## src/sv/assert_macros.svh

```systemverilog
// assertion helpers shared by the plotter modules
// each macro samples on aclk and is switched off while aresetn is low
`ifndef ASSERT_MACROS_SVH
`define ASSERT_MACROS_SVH

// same-cycle implication
`define WCP_ASSERT_IMP(name, ante, cons) \
    name: assert property (@(posedge aclk) disable iff (!aresetn) (ante) |-> (cons)) \
        else $error("waveform plotter check failed");

// next-cycle implication
`define WCP_ASSERT_NXT(name, ante, cons) \
    name: assert property (@(posedge aclk) disable iff (!aresetn) (ante) |=> (cons)) \
        else $error("waveform plotter check failed");

`endif

```

## src/sv/wcp_pkg.sv

```systemverilog
// ----------------------------------------------------------------------------
// wcp_pkg
// Shared types and fixed widths of the waveform column plotter.
// ----------------------------------------------------------------------------
package wcp_pkg;

    // fixed field widths
    localparam int PIX_W    = 7;   // output coordinate fields
    localparam int ROW_W    = 8;   // row value, covers any screen up to 256 rows
    localparam int SAMPLE_W = 16;  // signed sample taken from the raw word
    localparam int SUM_W    = 25;  // group accumulator
    localparam int SPC_W    = 8;   // samples per column register and group count
    localparam int SCL_W    = 23;  // spc * full scale
    localparam int T_W      = 29;  // signed spc*full_scale + 8*sum
    localparam int DEN_W    = 24;  // 2 * spc * full scale
    localparam int PAIR_W   = 6;   // pair counter, up to 64 pairs
    localparam int FS_SHIFT = 15;  // full scale is 2^15 - 1
    localparam int QUO_XTRA = 12;  // quotient bits above the row width

    localparam logic [SPC_W-1:0]  SPC_RESET = 8'd32;
    localparam logic [PAIR_W-1:0] PAIR_MAX  = 6'd63;

    // sequencer states
    typedef enum logic [2:0] {
        ST_IDLE,
        ST_PREP,
        ST_SCALE,
        ST_DIV,
        ST_PLOT
    } state_t;

    // stroke request from the sequencer to the pixel emitter
    typedef struct packed {
        logic             start;
        logic [PIX_W-1:0] x1;
        logic [ROW_W-1:0] y1;
        logic [PIX_W-1:0] x2;
        logic [ROW_W-1:0] y2;
    } stroke_req_t;

endpackage

```

## src/sv/wcp_div.sv

```systemverilog
// ----------------------------------------------------------------------------
// wcp_div
// Iterative restoring divider: one compare/subtract per cycle, one quotient
// bit per cycle, most significant bit first.
// ----------------------------------------------------------------------------
`include "assert_macros.svh"

module wcp_div #(
    parameter int NUM_W = 36,
    parameter int DEN_W = 24,
    parameter int QW    = 19
) (
    input  logic             aclk,
    input  logic             aresetn,
    input  logic             start,
    input  logic [NUM_W-1:0] num,
    input  logic [DEN_W-1:0] den,
    output logic             done,
    output logic [QW-1:0]    quo
);

    localparam int DW    = DEN_W + QW;
    localparam int CNT_W = $clog2(QW);

    logic [NUM_W-1:0] rem_reg;
    logic [DW-1:0]    dvs_reg;
    logic [QW-1:0]    quo_reg;
    logic [CNT_W-1:0] cnt_reg;
    logic             busy_reg;
    logic             done_reg;

    logic [DW-1:0]    rem_ext;
    logic             ge;
    logic [DW-1:0]    diff;

    // shared compare and subtract
    always_comb begin
        rem_ext = DW'(rem_reg);
        ge      = rem_ext >= dvs_reg;
        diff    = rem_ext - dvs_reg;
    end

    // control
    always_ff @(posedge aclk) begin
        if (!aresetn) begin
            busy_reg <= 1'b0;
            done_reg <= 1'b0;
            cnt_reg  <= '0;
        end else begin
            done_reg <= 1'b0;
            if (start) begin
                busy_reg <= 1'b1;
                cnt_reg  <= '0;
            end else if (busy_reg) begin
                cnt_reg <= cnt_reg + 1'b1;
                if (cnt_reg == CNT_W'(QW - 1)) begin
                    busy_reg <= 1'b0;
                    done_reg <= 1'b1;
                end
            end
        end
    end

    // datapath
    always_ff @(posedge aclk) begin
        if (start) begin
            rem_reg <= num;
            dvs_reg <= DW'(den) << (QW - 1);
            quo_reg <= '0;
        end else if (busy_reg) begin
            if (ge) begin
                rem_reg <= NUM_W'(diff);
            end
            dvs_reg <= dvs_reg >> 1;
            quo_reg <= {quo_reg[QW-2:0], ge};
        end
    end

    assign done = done_reg;
    assign quo  = quo_reg;

    `WCP_ASSERT_IMP(a_div_start_idle, start, !busy_reg)
    `WCP_ASSERT_IMP(a_div_done_idle, done_reg, !busy_reg)

endmodule

```

## src/sv/wcp_stroke.sv

```systemverilog
// ----------------------------------------------------------------------------
// wcp_stroke
// Pixel pair emitter: walks two pixels toward each other, one pair per
// accepted item, from registered outputs.
// ----------------------------------------------------------------------------
`include "assert_macros.svh"

module wcp_stroke (
    input  logic                          aclk,
    input  logic                          aresetn,
    input  wcp_pkg::stroke_req_t          req,
    output logic                          m_valid,
    input  logic                          m_ready,
    output logic [wcp_pkg::PIX_W-1:0]     m_left_x,
    output logic [wcp_pkg::PIX_W-1:0]     m_left_y,
    output logic [wcp_pkg::PIX_W-1:0]     m_right_x,
    output logic [wcp_pkg::PIX_W-1:0]     m_right_y,
    output logic                          m_last_pixel
);

    logic                          valid_reg;
    logic [wcp_pkg::PAIR_W-1:0]    cnt_reg;
    logic [wcp_pkg::ROW_W-1:0]     ly_reg;
    logic [wcp_pkg::ROW_W-1:0]     ry_reg;
    logic [wcp_pkg::PIX_W-1:0]     lx_reg;
    logic [wcp_pkg::PIX_W-1:0]     rx_reg;
    logic                          down_reg;

    logic                          down;
    logic [wcp_pkg::ROW_W-1:0]     dy;
    logic [wcp_pkg::ROW_W-2:0]     half;
    logic [wcp_pkg::PAIR_W-1:0]    pairs_m1;
    logic                          take;

    // stroke length from the two end rows
    always_comb begin
        down = req.y2 < req.y1;
        dy   = down ? (req.y1 - req.y2) : (req.y2 - req.y1);
        half = dy[wcp_pkg::ROW_W-1:1];
        if (half > (wcp_pkg::ROW_W-1)'(wcp_pkg::PAIR_MAX)) begin
            pairs_m1 = wcp_pkg::PAIR_MAX;
        end else begin
            pairs_m1 = wcp_pkg::PAIR_W'(half);
        end
    end

    assign take = valid_reg && m_ready;

    // valid and pair count
    always_ff @(posedge aclk) begin
        if (!aresetn) begin
            valid_reg <= 1'b0;
            cnt_reg   <= '0;
        end else if (req.start) begin
            valid_reg <= 1'b1;
            cnt_reg   <= pairs_m1;
        end else if (take) begin
            if (cnt_reg == '0) begin
                valid_reg <= 1'b0;
            end else begin
                cnt_reg <= cnt_reg - 1'b1;
            end
        end
    end

    // pixel positions
    always_ff @(posedge aclk) begin
        if (req.start) begin
            ly_reg   <= req.y1;
            ry_reg   <= req.y2;
            lx_reg   <= req.x1;
            rx_reg   <= req.x2;
            down_reg <= down;
        end else if (take) begin
            if (down_reg) begin
                ly_reg <= ly_reg - 1'b1;
                ry_reg <= ry_reg + 1'b1;
            end else begin
                ly_reg <= ly_reg + 1'b1;
                ry_reg <= ry_reg - 1'b1;
            end
        end
    end

    assign m_valid      = valid_reg;
    assign m_left_x     = lx_reg;
    assign m_left_y     = wcp_pkg::PIX_W'(ly_reg);
    assign m_right_x    = rx_reg;
    assign m_right_y    = wcp_pkg::PIX_W'(ry_reg);
    assign m_last_pixel = (cnt_reg == '0);

    `WCP_ASSERT_IMP(a_stroke_start_idle, req.start, !valid_reg)
    `WCP_ASSERT_NXT(a_stroke_continues, take && (cnt_reg != '0), valid_reg)

endmodule

```

## src/sv/waveform_column_plotter.sv

```systemverilog
// ----------------------------------------------------------------------------
// waveform_column_plotter
// Audio waveform to screen strokes: groups samples into columns, scales the
// group average to a row and emits the pixel pairs joining adjacent columns.
// ----------------------------------------------------------------------------
// A sample that does not finish an on-screen column is taken in idle, and
// s_ready stays high. A sample that finishes an on-screen column keeps
// s_ready low through row scaling (the PREP setup, the SCALE check and the
// bit-serial divider in DIV; the divider is skipped when the scaled sum is
// not positive and the row is zero), then through the pixel pairs, which
// wait while m_ready is low (|dy|/2 + 1 pairs, at most 64), and s_ready
// returns on the cycle after the last pair is taken.
// Configuration writes are always accepted and must only arrive while no
// item is in flight.
`include "assert_macros.svh"

module waveform_column_plotter #(
    parameter int SCREEN_WIDTH  = 128,
    parameter int SCREEN_HEIGHT = 128
) (
    input  logic                          aclk,
    input  logic                          aresetn,
    // configuration
    input  logic                          cfg_valid,
    output logic                          cfg_ready,
    input  logic [wcp_pkg::SPC_W-1:0]     cfg_samples_per_column,
    // sample input
    input  logic                          s_valid,
    output logic                          s_ready,
    input  logic signed [31:0]            s_raw_word,
    input  logic                          s_frame_start,
    // pixel pair output
    output logic                          m_valid,
    input  logic                          m_ready,
    output logic [wcp_pkg::PIX_W-1:0]     m_left_x,
    output logic [wcp_pkg::PIX_W-1:0]     m_left_y,
    output logic [wcp_pkg::PIX_W-1:0]     m_right_x,
    output logic [wcp_pkg::PIX_W-1:0]     m_right_y,
    output logic                          m_last_pixel
);

    localparam int HB    = $clog2(SCREEN_HEIGHT);
    localparam int CW    = $clog2(SCREEN_WIDTH + 1);
    localparam int NUM_W = wcp_pkg::T_W - 1 + HB;
    localparam int QW    = HB + wcp_pkg::QUO_XTRA;

    wcp_pkg::state_t state_reg, state_next;

    logic [wcp_pkg::SPC_W-1:0]        spc_reg;
    logic signed [wcp_pkg::SUM_W-1:0] sum_reg;
    logic [wcp_pkg::SPC_W-1:0]        count_reg;
    logic [CW-1:0]                    col_reg;
    logic [wcp_pkg::PIX_W-1:0]        prev_col_reg;
    logic [wcp_pkg::PIX_W-1:0]        prev_row_reg;
    logic signed [wcp_pkg::T_W-1:0]   t_reg;
    logic [wcp_pkg::DEN_W-1:0]        den_reg;

    logic                             s_take;
    logic                             m_take_last;
    logic signed [wcp_pkg::SUM_W-1:0] sum_base;
    logic signed [wcp_pkg::SUM_W-1:0] sum_new;
    logic [wcp_pkg::SPC_W-1:0]        count_new;
    logic [CW-1:0]                    col_new;
    logic [wcp_pkg::SPC_W-1:0]        spc_eff;
    logic                             complete;
    logic                             on_screen;
    logic [wcp_pkg::SCL_W-1:0]        spc_scaled;
    logic signed [wcp_pkg::T_W-1:0]   t_next;
    logic                             t_pos;
    logic [NUM_W-1:0]                 num_val;
    logic                             div_start;
    logic                             div_done;
    logic [QW-1:0]                    quo;
    logic [QW-1:0]                    row_clamp;
    logic [wcp_pkg::ROW_W-1:0]        row_val;
    logic                             plot_fire;
    logic [wcp_pkg::PIX_W-1:0]        x_new;
    wcp_pkg::stroke_req_t             req;

    // configuration register
    assign cfg_ready = 1'b1;

    always_ff @(posedge aclk) begin
        if (!aresetn) begin
            spc_reg <= wcp_pkg::SPC_RESET;
        end else if (cfg_valid && cfg_ready) begin
            spc_reg <= cfg_samples_per_column;
        end
    end

    // sample intake and group completion
    always_comb begin
        s_take    = s_valid && s_ready;
        sum_base  = s_frame_start ? '0 : sum_reg;
        sum_new   = sum_base + wcp_pkg::SUM_W'($signed(s_raw_word[31:16]));
        count_new = (s_frame_start ? '0 : count_reg) + 1'b1;
        col_new   = s_frame_start ? '0 : col_reg;
        spc_eff   = (spc_reg == '0) ? wcp_pkg::SPC_W'(1) : spc_reg;
        complete  = count_new >= spc_eff;
        on_screen = col_new < CW'(SCREEN_WIDTH);
    end

    // row scaling operands: spc*(2^15-1) + 8*sum over 2*spc*(2^15-1)
    always_comb begin
        spc_scaled = (wcp_pkg::SCL_W'(spc_eff) << wcp_pkg::FS_SHIFT)
                     - wcp_pkg::SCL_W'(spc_eff);
        t_next     = wcp_pkg::T_W'({1'b0, spc_scaled})
                     + {sum_reg[wcp_pkg::SUM_W-1], sum_reg, 3'b000};
        t_pos      = !t_reg[wcp_pkg::T_W-1] && (t_reg != '0);
        num_val    = NUM_W'(t_reg[wcp_pkg::T_W-2:0]) * NUM_W'(SCREEN_HEIGHT - 1);
    end

    // clamp the quotient to the highest row, SCREEN_HEIGHT - 1
    always_comb begin
        if (quo > QW'(SCREEN_HEIGHT - 1)) begin
            row_clamp = QW'(SCREEN_HEIGHT - 1);
        end else begin
            row_clamp = quo;
        end
    end

    // sequencer next state
    always_comb begin
        state_next = state_reg;
        unique case (state_reg)
            wcp_pkg::ST_IDLE: begin
                if (s_take && complete && on_screen) begin
                    state_next = wcp_pkg::ST_PREP;
                end
            end
            wcp_pkg::ST_PREP: begin
                state_next = wcp_pkg::ST_SCALE;
            end
            wcp_pkg::ST_SCALE: begin
                state_next = t_pos ? wcp_pkg::ST_DIV : wcp_pkg::ST_PLOT;
            end
            wcp_pkg::ST_DIV: begin
                if (div_done) begin
                    state_next = wcp_pkg::ST_PLOT;
                end
            end
            wcp_pkg::ST_PLOT: begin
                if (m_take_last) begin
                    state_next = wcp_pkg::ST_IDLE;
                end
            end
            default: begin
                state_next = wcp_pkg::ST_IDLE;
            end
        endcase
    end

    // sequencer outputs
    always_comb begin
        s_ready   = 1'b0;
        div_start = 1'b0;
        plot_fire = 1'b0;
        row_val   = '0;
        unique case (state_reg)
            wcp_pkg::ST_IDLE: begin
                s_ready = 1'b1;
            end
            wcp_pkg::ST_PREP: begin
            end
            wcp_pkg::ST_SCALE: begin
                div_start = t_pos;
                plot_fire = !t_pos;
            end
            wcp_pkg::ST_DIV: begin
                plot_fire = div_done;
                row_val   = wcp_pkg::ROW_W'(row_clamp);
            end
            wcp_pkg::ST_PLOT: begin
            end
            default: begin
            end
        endcase
    end

    always_ff @(posedge aclk) begin
        if (!aresetn) begin
            state_reg <= wcp_pkg::ST_IDLE;
        end else begin
            state_reg <= state_next;
        end
    end

    // group accumulator and column state
    always_ff @(posedge aclk) begin
        if (!aresetn) begin
            sum_reg      <= '0;
            count_reg    <= '0;
            col_reg      <= '0;
            prev_col_reg <= '0;
            prev_row_reg <= '0;
        end else begin
            if (s_take) begin
                col_reg <= col_new;
                if (complete && !on_screen) begin
                    sum_reg   <= '0;
                    count_reg <= '0;
                end else if (complete) begin
                    sum_reg   <= sum_new;
                    count_reg <= '0;
                end else begin
                    sum_reg   <= sum_new;
                    count_reg <= count_new;
                end
            end else if (state_reg == wcp_pkg::ST_PREP) begin
                sum_reg <= '0;
            end
            if (plot_fire) begin
                prev_col_reg <= x_new;
                prev_row_reg <= wcp_pkg::PIX_W'(row_val);
                col_reg      <= col_reg + 1'b1;
            end
        end
    end

    // scaling operands
    always_ff @(posedge aclk) begin
        if (state_reg == wcp_pkg::ST_PREP) begin
            t_reg   <= t_next;
            den_reg <= {spc_scaled, 1'b0};
        end
    end

    // row divider
    wcp_div #(
        .NUM_W (NUM_W),
        .DEN_W (wcp_pkg::DEN_W),
        .QW    (QW)
    ) u_div (
        .aclk    (aclk),
        .aresetn (aresetn),
        .start   (div_start),
        .num     (num_val),
        .den     (den_reg),
        .done    (div_done),
        .quo     (quo)
    );

    // stroke request: the first column of a frame joins to itself
    always_comb begin
        x_new     = wcp_pkg::PIX_W'(col_reg);
        req.start = plot_fire;
        req.x2    = x_new;
        req.y2    = row_val;
        if (col_reg == '0) begin
            req.x1 = x_new;
            req.y1 = row_val;
        end else begin
            req.x1 = prev_col_reg;
            req.y1 = wcp_pkg::ROW_W'(prev_row_reg);
        end
    end

    wcp_stroke u_stroke (
        .aclk         (aclk),
        .aresetn      (aresetn),
        .req          (req),
        .m_valid      (m_valid),
        .m_ready      (m_ready),
        .m_left_x     (m_left_x),
        .m_left_y     (m_left_y),
        .m_right_x    (m_right_x),
        .m_right_y    (m_right_y),
        .m_last_pixel (m_last_pixel)
    );

    assign m_take_last = m_valid && m_ready && m_last_pixel;

    `WCP_ASSERT_IMP(a_no_intake_while_plotting, s_ready, !m_valid)
    `WCP_ASSERT_NXT(a_idle_after_stroke, m_take_last, s_ready)
    `WCP_ASSERT_IMP(a_plot_only_on_screen, plot_fire, col_reg < CW'(SCREEN_WIDTH))

endmodule

```

## config.mk

```make
export PLATFORM = sky130hd
export DESIGN_NAME = waveform_column_plotter
export DESIGN_NICKNAME = d
export VERILOG_FILES = /design/src/sv/wcp_pkg.sv /design/src/sv/wcp_div.sv /design/src/sv/wcp_stroke.sv /design/src/sv/waveform_column_plotter.sv
export VERILOG_INCLUDE_DIRS = /design/src /design/src/sv
export SDC_FILE = /design/constraint.sdc
export NUM_CORES = 1
export LEC_CHECK = 0
export ABC_AREA = 1
export BUFFER_PORTS_ARGS = -buffer_cell sky130_fd_sc_hd__buf_2
export CORE_ASPECT_RATIO = 1.1
export CORE_MARGIN = 2
export CORE_UTILIZATION = 40
export CTS_CLUSTER_DIAMETER = 80
export DETAILED_ROUTE_END_ITERATION = 10
export GPL_ROUTABILITY_DRIVEN = 0
export SYNTH_ARGS = -nofsm -noshare
export SYNTH_HDL_FRONTEND = slang
export SYNTH_SLANG_ARGS = --single-unit
```

## constraint.sdc

```tcl
create_clock -name aclk -period 5.5 [get_ports aclk]
set_input_delay 0 -clock aclk [delete_from_list [all_inputs] [get_ports aclk]]
set_output_delay 0 -clock aclk [all_outputs]
set_load 0.01 [all_outputs]
```

Word-level counts from Yosys, hierarchy flattened
Cells that the tools add are included.
- add/subtract/negate cells: 14
- multiply operators: 1
- div/mod/pow operators: 0
- magnitude comparators: 6
- eq/ne operators: 9
- shifts and indexed selects: 0
- mux-type cells: 45
- bitwise gates (word level): 2
- reduce and logical (&&, ||, !) cells: 27
- operator list (cell ; number):
    2-to-1 mux 8 bit ; 16
    2-to-1 mux 35 bit ; 3
    2-to-1 mux 25 bit ; 4
    2-to-1 mux 42 bit ; 2
    greater-or-equal comparator 35 x 42 -> 1 bit ; 1
    multiplier 28 x 7 -> 35 bit, second input constant ; 1
    subtractor 35 bit ; 1
    adder 8 x 1 -> 8 bit, second input constant ; 4
    adder 24 x 28 -> 29 bit ; 1
    nonzero test 29 bit ; 1
    adder 25 x 16 -> 25 bit ; 1
    2-to-1 mux 6 bit ; 4
    subtractor 23 x 8 -> 23 bit ; 1
    > comparator 19 x 7 -> 1 bit, second input constant ; 1
    zero test 8 bit ; 2
    subtractor 8 x 1 -> 8 bit, second input constant ; 2
    subtractor 8 bit ; 2
    2-to-1 mux 15 bit ; 1
    one-hot mux 3 bit (5 select lines) ; 1
    2-to-1 mux 3 bit ; 4
    nonzero test 2 bit ; 6
    2-to-1 mux 1 bit ; 9
    greater-or-equal comparator 8 bit ; 1
    less-than comparator 8 bit ; 1
    other kinds (20) ; 34
- register bits: 259
- bits in latches: 0
- bits in writable memories: 0
- bits in read-only memories: 0
- input bits: 46
- output and inout bits: 32
- logic and storage cells: 128
- memories kept: 0

Longest topological paths before layout
Gate-level depths: netlist of run 1.
- depth in word-level cells: 9
- depth in mapped cells: 23

Modules after synthesis
A second synthesis of run 1 with hierarchy kept.
- cells, all modules: 3077
- area, all modules: 22308.9 um^2
- modules (own cells, without submodules) (module ; times used ; cells an instance ; area each (um^2) ; sequential area each (um^2)):
    waveform_column_plotter ; 1 ; 1863 ; 13250.2 ; 2762.6
    wcp_div ; 1 ; 897 ; 6468.7 ; 2652.5
    wcp_stroke ; 1 ; 317 ; 2590.0 ; 1011.0

Least setup slack after synthesis of run 1
No wires, ideal clock.
- kind: reg2reg
- from: register state_reg[2]
- to: register sum_reg[20] (netlist name)
- setup time: 132 ps
- data arrival time: 4579 ps
- required time: 5368 ps
- path slack: 789 ps
- cell stages (with the launch flop): 6
- clock period less this slack: 4711 ps
- path through: dfxtp_1 -> nor3_1 -> nor2_2 -> buf_2 -> nand2_1 -> a21oi_1
- longest elaborated chain between the ends: 4
- RTL lines (element ; RTL line ; RTL):
    start, declared ; waveform_column_plotter.sv:47 ; wcp_pkg::state_t state_reg, state_next;
    start signal, assigned ; waveform_column_plotter.sv:182 ; state_reg <= wcp_pkg::ST_IDLE;
    start signal, assigned ; waveform_column_plotter.sv:184 ; state_reg <= state_next;
    zero test 3 bit ; waveform_column_plotter.sv:159 ; unique case (state_reg)
    2-to-1 mux 1 bit ; waveform_column_plotter.sv:159 ;
    logical AND 1 bit ; waveform_column_plotter.sv:93 ; s_take = s_valid && s_ready;
    2-to-1 mux 25 bit / nonzero test 2 bit (equally long branches) ; n/a ;
    end signal, assigned ; waveform_column_plotter.sv:203 ; sum_reg <= sum_new;
    end signal, assigned ; waveform_column_plotter.sv:206 ; sum_reg <= sum_new;
    end, declared ; waveform_column_plotter.sv:50 ; logic signed [wcp_pkg::SUM_W-1:0] sum_reg;
Several ways; a longest one is shown, not always the timed one.
A chain may end at the register's enable or synchronous reset.

Worst setup path in the final report of run 1
- from: register t_reg[4] (netlist name)
- to: register u_div.rem_reg[33] (data pin)
- longest elaborated chain between the ends: 4
- RTL lines (element ; RTL line ; RTL):
    start, declared ; waveform_column_plotter.sv:55 ; logic signed [wcp_pkg::T_W-1:0] t_reg;
    start signal, assigned ; waveform_column_plotter.sv:223 ; t_reg <= t_next;
    branches (longest 3 deep; another with multiplier 28 x 7 -> 35 bit) ; n/a ;
    2-to-1 mux 35 bit (*) ; wcp_div.sv:66 ; if (start) begin
    end signal, assigned ; wcp_div.sv:67 ; rem_reg <= num;
    end signal, assigned ; wcp_div.sv:72 ; rem_reg <= NUM_W'(diff);
    end, declared ; wcp_div.sv:25 ; logic [NUM_W-1:0] rem_reg;
Every way passes the cells marked *.

==> summary.md, run 1 <==
| Metric | Value |
|---|---|
| CTS root buf | `clkbuf_16` |
| TritonCTS clock tree | `done` |
| Worst-Margin Slew | `about 1.1 ns` |
| Detail Placement HPWL | `between 40,000 and 50,000 um` |
| Area growth syn-to-layout | `12.42%` |
| Max Clock Freq | `a little over 200 MHz` |
| Yosys top cell area share | `around 20%` |
| GR Util met2 | `32.73%` |
| Global-route wire length before repair | `between 80,000 and 90,000 um` |
| Place WS | `between 0.5 and 0.6 ns` |
| Most frequent cell after synthesis | `nand2_1` |
| Io pins | `78` |
| Commonest cells in the netlist | `nand2_1 (500), inv_1 (472), a21oi_1 (223), nor2_1 (220), ha_1 (185)` |
| Crit path buf inv count | `5` |
| Worst VDD drop | `0.3759 mV` |
| Total of max-cap violations | `0` |
| Leading area contributor after synthesis | `edfxtp_1` |
| Register-to-Register Setup Slack | `between 0.5 and 0.6 ns` |
| Hold_sp | `s_raw_word[28]` |
| Yosys warns | `0` |
| Max-slew violations | `0` |
| Design Area, Final | `between 20,000 and 25,000 sq um` |
| Core ar. | `51,160 sq um` |
| DIE HEIGHT | `242.5 um` |
| Clk slew on worst S/H paths | `0.06 ns` |
| Worst path most repeated cell | `nand2_1` |
| Clock skew | `approximately 0.041 ns` |
| Largest net degree at the start of global routing | `52` |
| Worst Setup SP | `t_reg[4]$_DFFE_PP_` |
| CP Max Fanout | `4` |
| Netlist cell types | `between 50 and 60` |
| Port bufs | `60` |
| DRT antenna net count | `0` |
| Crit-path cells | `inv_1 > fa_1 > inv_1 > fa_1 > inv_1 > fa_1 > inv_1 > fa_1 > ha_1 > nand2_1 > inv_1 > a21oi_1 > o21ai_1 > nand2_1 > nand2_1 > nand2_1 > nand2_1 > nand3_1 > nand3_1 > nand3_1 > nand2_1` |
| Detailed Routing Iterations Pass 1 | `6` |
| Seq/Total Area, Yosys | `a little under a third` |
| Vias in the first global route | `17,570` |
| Grt ovf | `0` |
| Post-Syn Area | `a little over 20,000 sq um` |
| Final Setup Violations | `0` |
| DR vias | `between 15,000 and 20,000` |
| CP Launch Type | `register` |
| Rel. slew slack | `between 20% and 30%` |
| Drt total wl | `51,970 um` |
| CP delay by family, top | `adder cells` |
| Hold Slack | `roughly 0.015 ns` |
| Grt peak-use layer | `met2` |
| Hold Fails Final Rpt | `0` |
| Post-route DRC | `0` |
| CTS buffer count | `34` |
| Total power | `between 10 and 15 mW` |
| Worst path required time | `between 5 and 6 ns` |
| Post-CTS Setup Bufs | `0` |
| Leak pwr | `between 10 and 15 nW` |
| Starting Density | `between 40% and 50%` |
| Number of synthesized flops with an enable pin | `136` |
| Final setup TNS | `0 ns` |
| Hold path endpoint | `sum_reg[12]$_SDFFE_PN0P_` |
| Period minus WS final | `between 4 and 5 ns` |
| Crit path capture type | `register` |
| Drt via density | `between 5 and 6` |
| CP max-delay cell | `fa_1` |
| Met1 usage | `around 25%` |
| Die span in x | `between 200 and 250 um` |
| Worst reg2reg path depth | `21` |
| GR Util met3 | `between 2 and 2.5%` |
| All-Layer GR Usage | `19.57%` |
| Syn Inst Count | `between 2,000 and 3,000` |
| Placed cell count | `3,335` |
| WL per Instance | `about 15 um` |
| Worst hold path class | `in -> reg` |
| Layout Cells excl Fill | `approximately 3,400` |
| Share of post-route cells with drive strength above 1 | `6.108%` |
| Total Die Area | `between 50,000 and 60,000 sq um` |
| Core Rows | `87` |
| Pwr dens | `~480 nW/um^2` |
| Main synth FF type | `edfxtp_1` |
| Initial antenna violation count | `0` |
| Synth Register Bits | `between 200 and 300` |
| Max reg flops | `42` |
| Fill cells | `5,135` |
| Unrepaired setup endpoints after global routing | `false` |
| Reg2reg start | `t_reg[4]$_DFFE_PP_` |
| Worst setup margin | `about 0.60 ns` |
| Final core occ | `45.46%` |
| Data arrival, critical path | `about 5.2 ns` |
| Reg-to-Reg End | `u_div.rem_reg[33]$_DFFE_PP_` |
| Status | `finished clean` |
| Dpl cell area | `approximately 22,000 sq um` |
| Final Cycle Share | `about nine tenths` |
| Async SR Flop Fraction | `0%` |
| Highest cell delay on the worst timing path | `roughly 0.58 ns` |
| ANT cells | `0` |
| Crit Path Class | `reg -> reg` |
| Syn avg cell area | `about 7.8 sq um` |
| Longest Clk Path Bufs | `3` |
| # H-tree levels | `2` |
| Clock latency on the worst-skew pair | `between 0.5 and 0.6 ns` |
| Clock Sinks | `253` |
| Hold Crit Depth | `5` |
| Final net count | `3,082` |
| Iter 0 DRT Violations | `~1,000` |
| Largest cells by area after synthesis | `edfxtp_1 (20%), dfxtp_1 (11%), ha_1 (11%), fa_1 (11%), nand2_1 (9.1%)` |
[layout by cell type (no fill, tap or decap), types with 9 or more instances in the layout]
| cell | Yosys | final |
|---|---|---|
| ha_1 | 185 | 185 |
| nand3b_1 | 9 | 9 |
| nand4_1 | 28 | 28 |
| nand3_1 | 93 | 93 |
| nor2_1 | 220 | 220 |
| o21bai_1 | 17 | 17 |
| xnor2_1 | 23 | 23 |
| buf_4 | 2 | 11 |
| o21ai_0 | 154 | 154 |
| o21ai_1 | 40 | 40 |
| edfxtp_1 | 136 | 136 |
| inv_1 | 472 | 472 |
| a221oi_1 | 10 | 10 |
| clkbuf_16 | 0 | 34 |
| clkinv_2 | 0 | 10 |
| o21a_1 | 11 | 11 |
| buf_2 | 15 | 60 |
| nand2_1 | 500 | 500 |
| xor2_1 | 68 | 68 |
| nor3_1 | 27 | 26 |
| dlygate4sd3_1 | 0 | 37 |
| or2_2 | 12 | 12 |
| a22oi_1 | 43 | 43 |
| dfxtp_1 | 117 | 117 |
| a21o_1 | 13 | 13 |
| inv_2 | 13 | 13 |
| a21oi_1 | 223 | 222 |
| fa_1 | 110 | 110 |
[how the worst max path moves through the flow]
stage / end / slack (ns) / depth (start not counted)
after floorplan: sum_reg[20]$_SDFFE_PN0P_ / 0.79 / 5
after global placement: u_div.rem_reg[33]$_DFFE_PP_ / 0.57 / 21
after detailed placement: u_div.rem_reg[33]$_DFFE_PP_ / 0.56 / 21
after CTS: u_div.rem_reg[33]$_DFFE_PP_ / 0.57 / 21
after global routing: u_div.rem_reg[28]$_DFFE_PP_ / 0.24 / 19
final: u_div.rem_reg[33]$_DFFE_PP_ / 0.60 / 21
[cells by family (layout without fill, tap and decap cells)]
family	Yosys count	after routing	share of synthesized area, %
XOR/XNOR	91	91	3.852
AND/OR/NAND/NOR	910	910	18.24
flip-flops	253	253	31.06
other	1	7	0.01813
adder cells (fa/ha/maj)	295	295	21.83
buffers and inverters	530	655	9.743
AO/OA/AOI/OAI	556	556	15.25
[tightest hold or removal path: stages]
cell and delay, ns:
buf_2 0.09, ha_1 0.22, xor2_1 0.10, nand2_1 0.05, a21oi_1 0.05
[power breakdown]
part           switching, mW  internal, mW  total (mW)
Combinational           4.26          2.30        6.57
Sequential            0.0987          2.17        2.27
Clock                  0.925          1.30        2.22
Total                   5.29          5.77        11.1
[cell type report]
type,count,area [sq um],area share [%]
inverter,485,1821,7.827
sequential,253,6426,27.63
tap,667,834.6,3.588
multi-input combinational,1859,12290,52.82
clock buffer,40,903.4,3.884
timing repair buffer,108,753.2,3.238
clock inverter,22,235.2,1.011
[what timing repair did]
item                      CTS  global route
hold buffers               37             0
gates resized for setup     0             0
hold endpoints to repair   45             0
[layer usage]
layer / vias up / part of all wire [%]
met5: - / 0
met4: 0 / 4.4
met3: 108 / 3.8
met2: 351 / 46
met1: 8097 / 46
li1: 8832 / -
(Power assumes the default switching activity.)
==> inputs of run 2 (changes only) <==
- PLACE_DENSITY: default -> 0.57
- SETUP_SLACK_MARGIN: default -> 0.5
- clock period: 5.5 -> 5.4 ns (I/O delays scaled with it)
==> run 2 against run 1 <==
Compared with the run above: fmax grew 3.1%; worst setup slack gained 0.049 ns; sequential power grew 2%; largest power group unchanged; critical path depth shrank 6; critical path type unchanged; combinational power grew 11%; register-to-register slack gained 0.05 ns; count of clock-buffer cells in the layout grew 5; hold slack gained 0.012 ns; global-route usage grew 0.39 points.
==> summary.md, run 2 (synthesis results as in run 1) <==
| Metric | Value |
|---|---|
| CP delay by family, top | `adder cells (unchanged)` |
| Share of post-route cells with drive strength above 1 | `8.306% (was 6.108%)` |
| Vias in the first global route | `17,570 (about the same)` |
| Worst VDD drop | `0.4254 mV (was 0.3759 mV)` |
| Starting Density | `40.44% (unchanged)` |
| Grt ovf | `0 (unchanged)` |
| Final Cycle Share | `88.04% (was 89.15%)` |
| Status | `finished clean (unchanged)` |
| CTS buffer count | `34 (unchanged)` |
| Data arrival, critical path | `5.04 ns (was 5.21 ns)` |
| Port bufs | `60 (unchanged)` |
| Leak pwr | `11.06 nW (was 10.88 nW)` |
| Total Die Area | `53,560 sq um (unchanged)` |
| Worst-Margin Slew | `1.134 ns (was 1.135 ns)` |
| Initial antenna violation count | `0 (unchanged)` |
| Worst hold path class | `in -> reg (unchanged)` |
| DR vias | `17,470 (was 17,390)` |
| Detail Placement HPWL | `41,780 um (was 41,070 um)` |
| Final setup TNS | `0 ns (unchanged)` |
| Largest net degree at the start of global routing | `52 (unchanged)` |
| Highest cell delay on the worst timing path | `0.52 ns (was 0.58 ns)` |
| Io pins | `78 (unchanged)` |
| Pwr dens | `507.9 nW/um^2 (was 475.4 nW/um^2)` |
| Setup crit end | `u_div.rem_reg[12]$_DFFE_PP_ (was u_div.rem_reg[33]$_DFFE_PP_)` |
| Crit path capture type | `register (unchanged)` |
| Reg2reg start | `t_reg[8]$_DFFE_PP_ (was t_reg[4]$_DFFE_PP_)` |
| Clock skew | `0.05226 ns (was 0.04128 ns)` |
| CP Depth | `15 (was 21)` |
| Crit path buf inv count | `5 (unchanged)` |
| Crit-path cells | `buf_4 > fa_1 > inv_1 > fa_1 > fa_1 > inv_1 > fa_1 > ha_1 > inv_1 > o21ai_0 > a21oi_1 > o211ai_1 > buf_4 > o21ai_0 > nand2_1 (was inv_1 > fa_1 > inv_1 > fa_1 > inv_1 > fa_1 > inv_1 > fa_1 > ha_1 > nand2_1 > inv_1 > a21oi_1 > o21ai_1 > nand2_1 > nand2_1 > nand2_1 > nand2_1 > nand3_1 > nand3_1 > nand3_1 > nand2_1)` |
| Worst path required time | `5.68 ns (was 5.80 ns)` |
| Max-slew violations | `0 (unchanged)` |
| CTS root buf | `clkbuf_16 (unchanged)` |
| Global-route wire length before repair | `88,220 um (was 86,980 um)` |
| Most frequent cells in the layout | `nand2_1 (499), inv_1 (467), nor2_1 (215), a21oi_1 (211), ha_1 (180) (was nand2_1 (500), inv_1 (472), a21oi_1 (222), nor2_1 (220), ha_1 (185))` |
| Core Rows | `87 (unchanged)` |
| Unrepaired setup endpoints after global routing | `true (was false)` |
| Iter 0 DRT Violations | `961 (was 992)` |
| Drt total wl | `53,360 um (was 51,970 um)` |
| Worst reg2reg path depth | `15 (was 21)` |
| Crit Path Class | `reg -> reg (unchanged)` |
| Area growth syn-to-layout | `14.90% (was 12.42%)` |
| CP max-delay cell | `fa_1 (unchanged)` |
| CP Launch Type | `register (unchanged)` |
| Clk slew on worst S/H paths | `0.06 ns (about the same)` |
| All-Layer GR Usage | `19.97% (was 19.57%)` |
| ANT cells | `0 (unchanged)` |
| Die span in x | `220.8 um (unchanged)` |
| Design Area, Final | `23,770 sq um (was 23,260 sq um)` |
| Reg-to-Reg End | `u_div.rem_reg[12]$_DFFE_PP_ (was u_div.rem_reg[33]$_DFFE_PP_)` |
| Clock Sinks | `253 (unchanged)` |
| WL per Instance | `15.42 um (was 15.13 um)` |
| DRT antenna net count | `0 (unchanged)` |
| CP Max Fanout | `4 (unchanged)` |
| TritonCTS clock tree | `done (unchanged)` |
| Worst Setup SP | `t_reg[8]$_DFFE_PP_ (was t_reg[4]$_DFFE_PP_)` |
| Hold Fails Final Rpt | `0 (unchanged)` |
| Drt via density | `5.049 (was 5.063)` |
| Max reg flops | `42 (unchanged)` |
| Longest Clk Path Bufs | `3 (unchanged)` |
| Detailed Routing Iterations Pass 1 | `5 (was 6)` |
| Final Setup Violations | `0 (unchanged)` |
| Post-route DRC | `0 (unchanged)` |
| Dpl cell area | `21,760 sq um (was 21,750 sq um)` |
| Period minus WS final | `4.754 ns (was 4.903 ns)` |
| # H-tree levels | `2 (unchanged)` |
| Register-to-Register Setup Slack | `0.65 ns (was 0.60 ns)` |
| Total of max-cap violations | `0 (unchanged)` |
| Rel. slew slack | `24.39% (was 24.35%)` |
| Clock latency on the worst-skew pair | `0.59 ns (was 0.58 ns)` |
| Most common cell after layout, fill and taps aside | `nand2_1 (unchanged)` |
| Max Clock Freq | `210.4 MHz (was 204.0 MHz)` |
| Worst path most repeated cell | `fa_1 (was nand2_1)` |
| Core ar. | `51,160 sq um (unchanged)` |
| Final net count | `3,108 (was 3,082)` |
| DIE HEIGHT | `242.5 um (unchanged)` |
run 2: cell count changes in the layout (fill, tap and decap cells not counted), moves of 7 or more:
| cell | change |
|---|---|
| buf_4 | +20 |
| a21oi_1 | -11 |
| a21oi_2 | +10 |
| clkinv_2 | -7 |
run 2: power breakdown:
part	switching (mW)	leakage [nW]	internal, mW	total [mW]
clock network	0.956	0.602	1.52	2.48
registers	0.102	2.20	2.21	2.31
logic	4.65	8.26	2.63	7.29
total	5.71	11.1	6.36	12.1
run 2: routing by layer:
metal	vias to the layer above	GRT usage [%]	part of all wire, %
met5	-	0	0
met4	0	6.929	3.3
met3	86	2.486	4.0
met2	362	33.70	46
met1	8121	26.37	46
li1	8899	-	-
run 2: stage by stage:
| step | instances | utilization, % | hold WS, ns | total power [mW] | setup slack [ns] |
|---|---|---|---|---|---|
| final | 3460 | 46.46 | 0.02775 | 12.07 | 0.6461 |
| after global routing | 3460 | 46.46 | 0.06578 | 13.19 | 0.4369 |
| after CTS | 3438 | 45.77 | 0.002434 | 11.53 | 0.5122 |
| after detailed placement | 3335 | 42.54 | 0.2318 | 8.969 | 0.5173 |
| after global placement | 3335 | 42.54 | 0.2298 | 8.945 | 0.5251 |
| after floorplan | 2642 | - | 0.1118 | 7.229 | 0.6888 |
run 2: how the worst min path moves through the flow:
stage / end / slack [ns] / startpoint / cells after the start
after floorplan: spc_reg[5]$_SDFFE_PN1P_ / 0.11 / cfg_valid / 1
after global placement: spc_reg[0]$_SDFFE_PN0P_ / 0.23 / cfg_samples_per_column[0] / 3
after detailed placement: spc_reg[5]$_SDFFE_PN1P_ / 0.23 / cfg_samples_per_column[5] / 3
after CTS: state_reg[2]$_SDFFE_PN0P_ / 0.002 / m_ready / 6
after global routing: state_reg[2]$_SDFFE_PN0P_ / 0.07 / m_ready / 6
final: state_reg[2]$_SDFFE_PN0P_ / 0.03 / m_ready / 6
run 2: what timing repair did:
item	4_1_cts	5_1_grt
hold buffers	41	0
setup endpoints to repair	0	21
setup buffers	0	22
gates resized for setup	0	48
endpoints found under the hold margin	49	0
run 2: layout make-up:
type / instances / area (sq um)
tap: 667 / 834.6
clock inverter: 17 / 281.5
clock buffer: 45 / 963.4
inverter: 485 / 1828
sequential: 253 / 6426
timing repair buffer: 134 / 983.4
multi-input combinational: 1859 / 12450
fill: 5136 / 27390
run 2: worst reg2reg max path, delay by kind of cell (launching register included):
| kind | cells | cell delay (ns) |
|---|---|---|
| AOI/OAI and AO/OA | 4 | 0.92 |
| adders and majority gates | 5 | 2.38 |
| buffers and inverters | 5 | 0.64 |
| DFF | 1 | 0.46 |
| and+or+nand+nor | 1 | 0.10 |
==> inputs of run 3 (changes only) <==
- ABC_AREA: 1 -> default
==> run 3 against run 2 <==
Compared with the run above: sequential power is 2% lower; non-clock buffer count shrank 2; total power up 3.2%; synthesized area is 4.6% lower; cell count is 17% lower; critical path depth rose by 3; synthesized cell count decreased by 21%; combinational power increased by 7.3%; clock power is 5% lower; critical endpoint is now u_div.rem_reg[31]$_DFFE_PP_.
==> summary.md, run 3 <==
| Metric | Value |
|---|---|
| Die span in x | `215.7 um (was 220.8 um)` |
| Max Clock Freq | `196.7 MHz (was 210.4 MHz)` |
| Iter 0 DRT Violations | `624 (was 961)` |
| Share of post-route cells with drive strength above 1 | `12.39% (was 8.306%)` |
| Yosys warns | `0 (unchanged)` |
| Global-route wire length before repair | `75,730 um (was 88,220 um)` |
| Async SR Flop Fraction | `0% (unchanged)` |
| Seq/Total Area, Yosys | `32.57% (was 31.06%)` |
| Final setup TNS | `0 ns (unchanged)` |
| Clock skew | `0.03614 ns (was 0.05226 ns)` |
| Area growth syn-to-layout | `15.71% (was 14.90%)` |
| Largest cells by area after synthesis | `edfxtp_1 (21%), dfxtp_1 (12%), ha_1 (12%), fa_1 (11%), inv_1 (4.5%) (was edfxtp_1 (20%), dfxtp_1 (11%), ha_1 (11%), fa_1 (11%), nand2_1 (9.1%))` |
| Total of max-cap violations | `0 (unchanged)` |
| Max reg flops | `42 (unchanged)` |
| Clk slew on worst S/H paths | `0.06 ns (about the same)` |
| Crit path capture type | `register (unchanged)` |
| Detail Placement HPWL | `33,880 um (was 41,780 um)` |
| Worst path most repeated cell | `fa_1 (unchanged)` |
| Rel. slew slack | `36.62% (was 24.39%)` |
| Register-to-Register Setup Slack | `0.32 ns (was 0.65 ns)` |
| TritonCTS clock tree | `done (unchanged)` |
| Clock latency on the worst-skew pair | `0.55 ns (was 0.59 ns)` |
| Core Rows | `85 (was 87)` |
| Highest cell delay on the worst timing path | `0.54 ns (was 0.52 ns)` |
| Io pins | `78 (unchanged)` |
| Commonest cells in the netlist | `inv_1 (239), ha_1 (185), nand2_1 (181), edfxtp_1 (136) (was nand2_1 (500), inv_1 (472), a21oi_1 (223), nor2_1 (220), ha_1 (185))` |
| Syn Inst Count | `2,081 (was 2,636)` |
| CP Max Fanout | `6 (was 4)` |
| Data arrival, critical path | `5.39 ns (was 5.04 ns)` |
| Met1 Wirelength | `21,260 um (was 24,700 um)` |
| Netlist cell types | `88 (was 54)` |
| Worst-Margin Slew | `0.9506 ns (was 1.134 ns)` |
| Core ar. | `48,820 sq um (was 51,160 sq um)` |
| Met2 wire len | `21,200 um (was 24,740 um)` |
| Initial antenna violation count | `1 (was 0)` |
| Leading area contributor after synthesis | `edfxtp_1 (unchanged)` |
| Leak pwr | `9.719 nW (was 11.06 nW)` |
| Crit path buf inv count | `3 (was 5)` |
| Main synth FF type | `edfxtp_1 (unchanged)` |
| Pwr dens | `545.8 nW/um^2 (was 507.9 nW/um^2)` |
| CP max-delay cell | `fa_1 (unchanged)` |
| All-Layer GR Usage | `18.04% (was 19.97%)` |
| Most frequent cell after synthesis | `inv_1 (was nand2_1)` |
| DRT antenna net count | `0 (unchanged)` |
| Max-slew violations | `0 (unchanged)` |
| Synth Register Bits | `253 (unchanged)` |
| Longest Clk Path Bufs | `3 (unchanged)` |
| Final Setup Violations | `0 (unchanged)` |
| Detailed Routing Iterations Pass 1 | `5 (unchanged)` |
| Clock Sinks | `253 (unchanged)` |
| Yosys top cell area share | `20.70% (was 19.74%)` |
| CTS buffer count | `35 (was 34)` |
| Most frequent cells in the layout | `inv_1 (224), nand2_1 (180), ha_1 (168), edfxtp_1 (136), nor2_1 (128) (was nand2_1 (499), inv_1 (467), nor2_1 (215), a21oi_1 (211), ha_1 (180))` |
| Starting Density | `40.41% (was 40.44%)` |
| Total Die Area | `51,110 sq um (was 53,560 sq um)` |
| DIE HEIGHT | `236.9 um (was 242.5 um)` |
| Top sig layer | `met4 (unchanged)` |
| Final Cycle Share | `94.16% (was 88.04%)` |
| Status | `finished clean (unchanged)` |
| Largest net degree at the start of global routing | `80 (was 52)` |
| Worst hold path class | `in -> reg (unchanged)` |
| Post-route DRC | `0 (unchanged)` |
| DR vias | `14,750 (was 17,470)` |
| Worst path required time | `5.71 ns (was 5.68 ns)` |
| WL per Instance | `15.61 um (was 15.42 um)` |
| Unrepaired setup endpoints after global routing | `true (unchanged)` |
| CP delay by family, top | `adder cells (unchanged)` |
| Drt via density | `5.119 (was 5.049)` |
| Syn avg cell area | `9.480 sq um (was 7.848 sq um)` |
| Number of synthesized flops with an enable pin | `136 (unchanged)` |
| Vias in the first global route | `15,020 (was 17,570)` |
| Period minus WS final | `5.085 ns (was 4.754 ns)` |
| CTS root buf | `clkbuf_16 (unchanged)` |
| Final net count | `2,542 (was 3,108)` |
| Post-Syn Area | `19,730 sq um (was 20,690 sq um)` |
| Port bufs | `60 (unchanged)` |
| Final core occ | `46.76% (was 46.46%)` |
| Crit-path cells | `inv_2 > fa_2 > buf_4 > fa_1 > fa_1 > fa_1 > inv_1 > ha_4 > a21o_1 > a21oi_2 > o21ai_2 > a31oi_4 > a311oi_2 > or4_4 > a31o_1 > a21oi_2 > xor2_1 > o21ai_1 (was buf_4 > fa_1 > inv_1 > fa_1 > fa_1 > inv_1 > fa_1 > ha_1 > inv_1 > o21ai_0 > a21oi_1 > o211ai_1 > buf_4 > o21ai_0 > nand2_1)` |
| Hold Fails Final Rpt | `0 (unchanged)` |
| Detail Route met3 WL | `1550 um (was 2151 um)` |
| Most common cell after layout, fill and taps aside | `inv_1 (was nand2_1)` |
| Grt ovf | `0 (unchanged)` |
| Drt total wl | `44,960 um (was 53,360 um)` |
| Worst VDD drop | `0.4239 mV (was 0.4254 mV)` |
| Crit Path Class | `reg -> reg (unchanged)` |
| CP Launch Type | `register (unchanged)` |
| # H-tree levels | `2 (unchanged)` |
## run 3: changes by cell type after synthesis, moves of 63 or more
cell	previous run	this run
a21oi_1	223	129
inv_1	472	239
nand2_1	500	181
nand3_1	93	30
nor2_1	220	129
nor2b_1	0	68
xnor2_1	23	87
## run 3: final cells by class
cell class / instances / area, sq um
antenna: 1 / 2.502
clock buffer: 51 / 1059
clock inverter: 13 / 142.6
fill: 4637 / 25990
inverter: 240 / 900.9
multi-input combinational: 1539 / 12580
sequential: 253 / 6427
tap: 652 / 815.8
timing repair buffer: 132 / 903.4
## run 3: worst reg2reg max path, stage by stage, from the launching register on
cell and delay [ns]:
edfxtp_1 0.42, inv_2 0.15, fa_2 0.48, buf_4 0.15
fa_1 0.54, fa_1 0.43, fa_1 0.51, inv_1 0.06
ha_4 0.26, a21o_1 0.19, a21oi_2 0.17, o21ai_2 0.08
a31oi_4 0.20, a311oi_2 0.15, or4_4 0.46, a31o_1 0.23
a21oi_2 0.13, xor2_1 0.16, o21ai_1 0.07
## run 3: path summary, 6_finish.rpt
kind,startpoint,endpoint,cells past startpoint
worst max register to register,t_reg[12]$_DFFE_PP_,u_div.rem_reg[31]$_DFFE_PP_,18
worst min-delay path,s_raw_word[31],sum_reg[24]$_SDFFE_PN0P_,3
worst max-delay path,t_reg[12]$_DFFE_PP_,u_div.rem_reg[31]$_DFFE_PP_,18
worst min register to register,prev_col_reg[3]$_SDFFE_PN0P_,prev_col_reg[3]$_SDFFE_PN0P_,2
## run 3: cells by family (layout without fill, tap and decap cells)
family                     after synthesis  in the layout  synth area share (%)
AOI/OAI and AO/OA                      487            487                 16.03
xor gates and xnor gates               141            141                 6.260
adders and majority gates              295            295                 22.90
buffers and inverters                  295            436                 5.657
DFF                                    253            253                 32.57
muxes                                   56             56                 2.854
other                                    1              8               0.01901
and+or+nand+nor                        553            553                 13.71
## run 3: repair_timing
action,4_1_cts,5_1_grt
endpoints found under the hold margin,22,0
setup endpoints to repair,12,31
buffers inserted,16,8
hold buffers,22,0
pin swaps,28,12
gates resized for setup,27,25
## run 3: power by group
part | switching, mW | leakage, nW | total [mW] | internal [mW]
Clock | 0.930 | 0.592 | 2.36 | 1.43
Combinational | 4.13 | 6.94 | 7.82 | 3.70
Sequential | 0.0846 | 2.19 | 2.27 | 2.19
## run 3: metal layers
metal	GRT usage [%]	up-vias
met5	0	-
met4	5.057	0
met3	3.224	59
met2	30.45	199
met1	23.66	7065
li1	-	7425
## run 3: through the flow
stage               cell area (sq um)  instances  hold WS (ns)  setup WS (ns)  power (mW)
detailed placement              21010       2770        0.2443        0.09847       9.283
global route                    22820       2880       0.05061         0.1166       13.54
CTS                             22670       2872       0.01827         0.2498       12.31
floorplan                       19900       2087        0.1304         0.4145       7.619
global placement                21010       2770        0.2349         0.1040       9.227
finish                          22830       2881       0.04360         0.3151       12.46
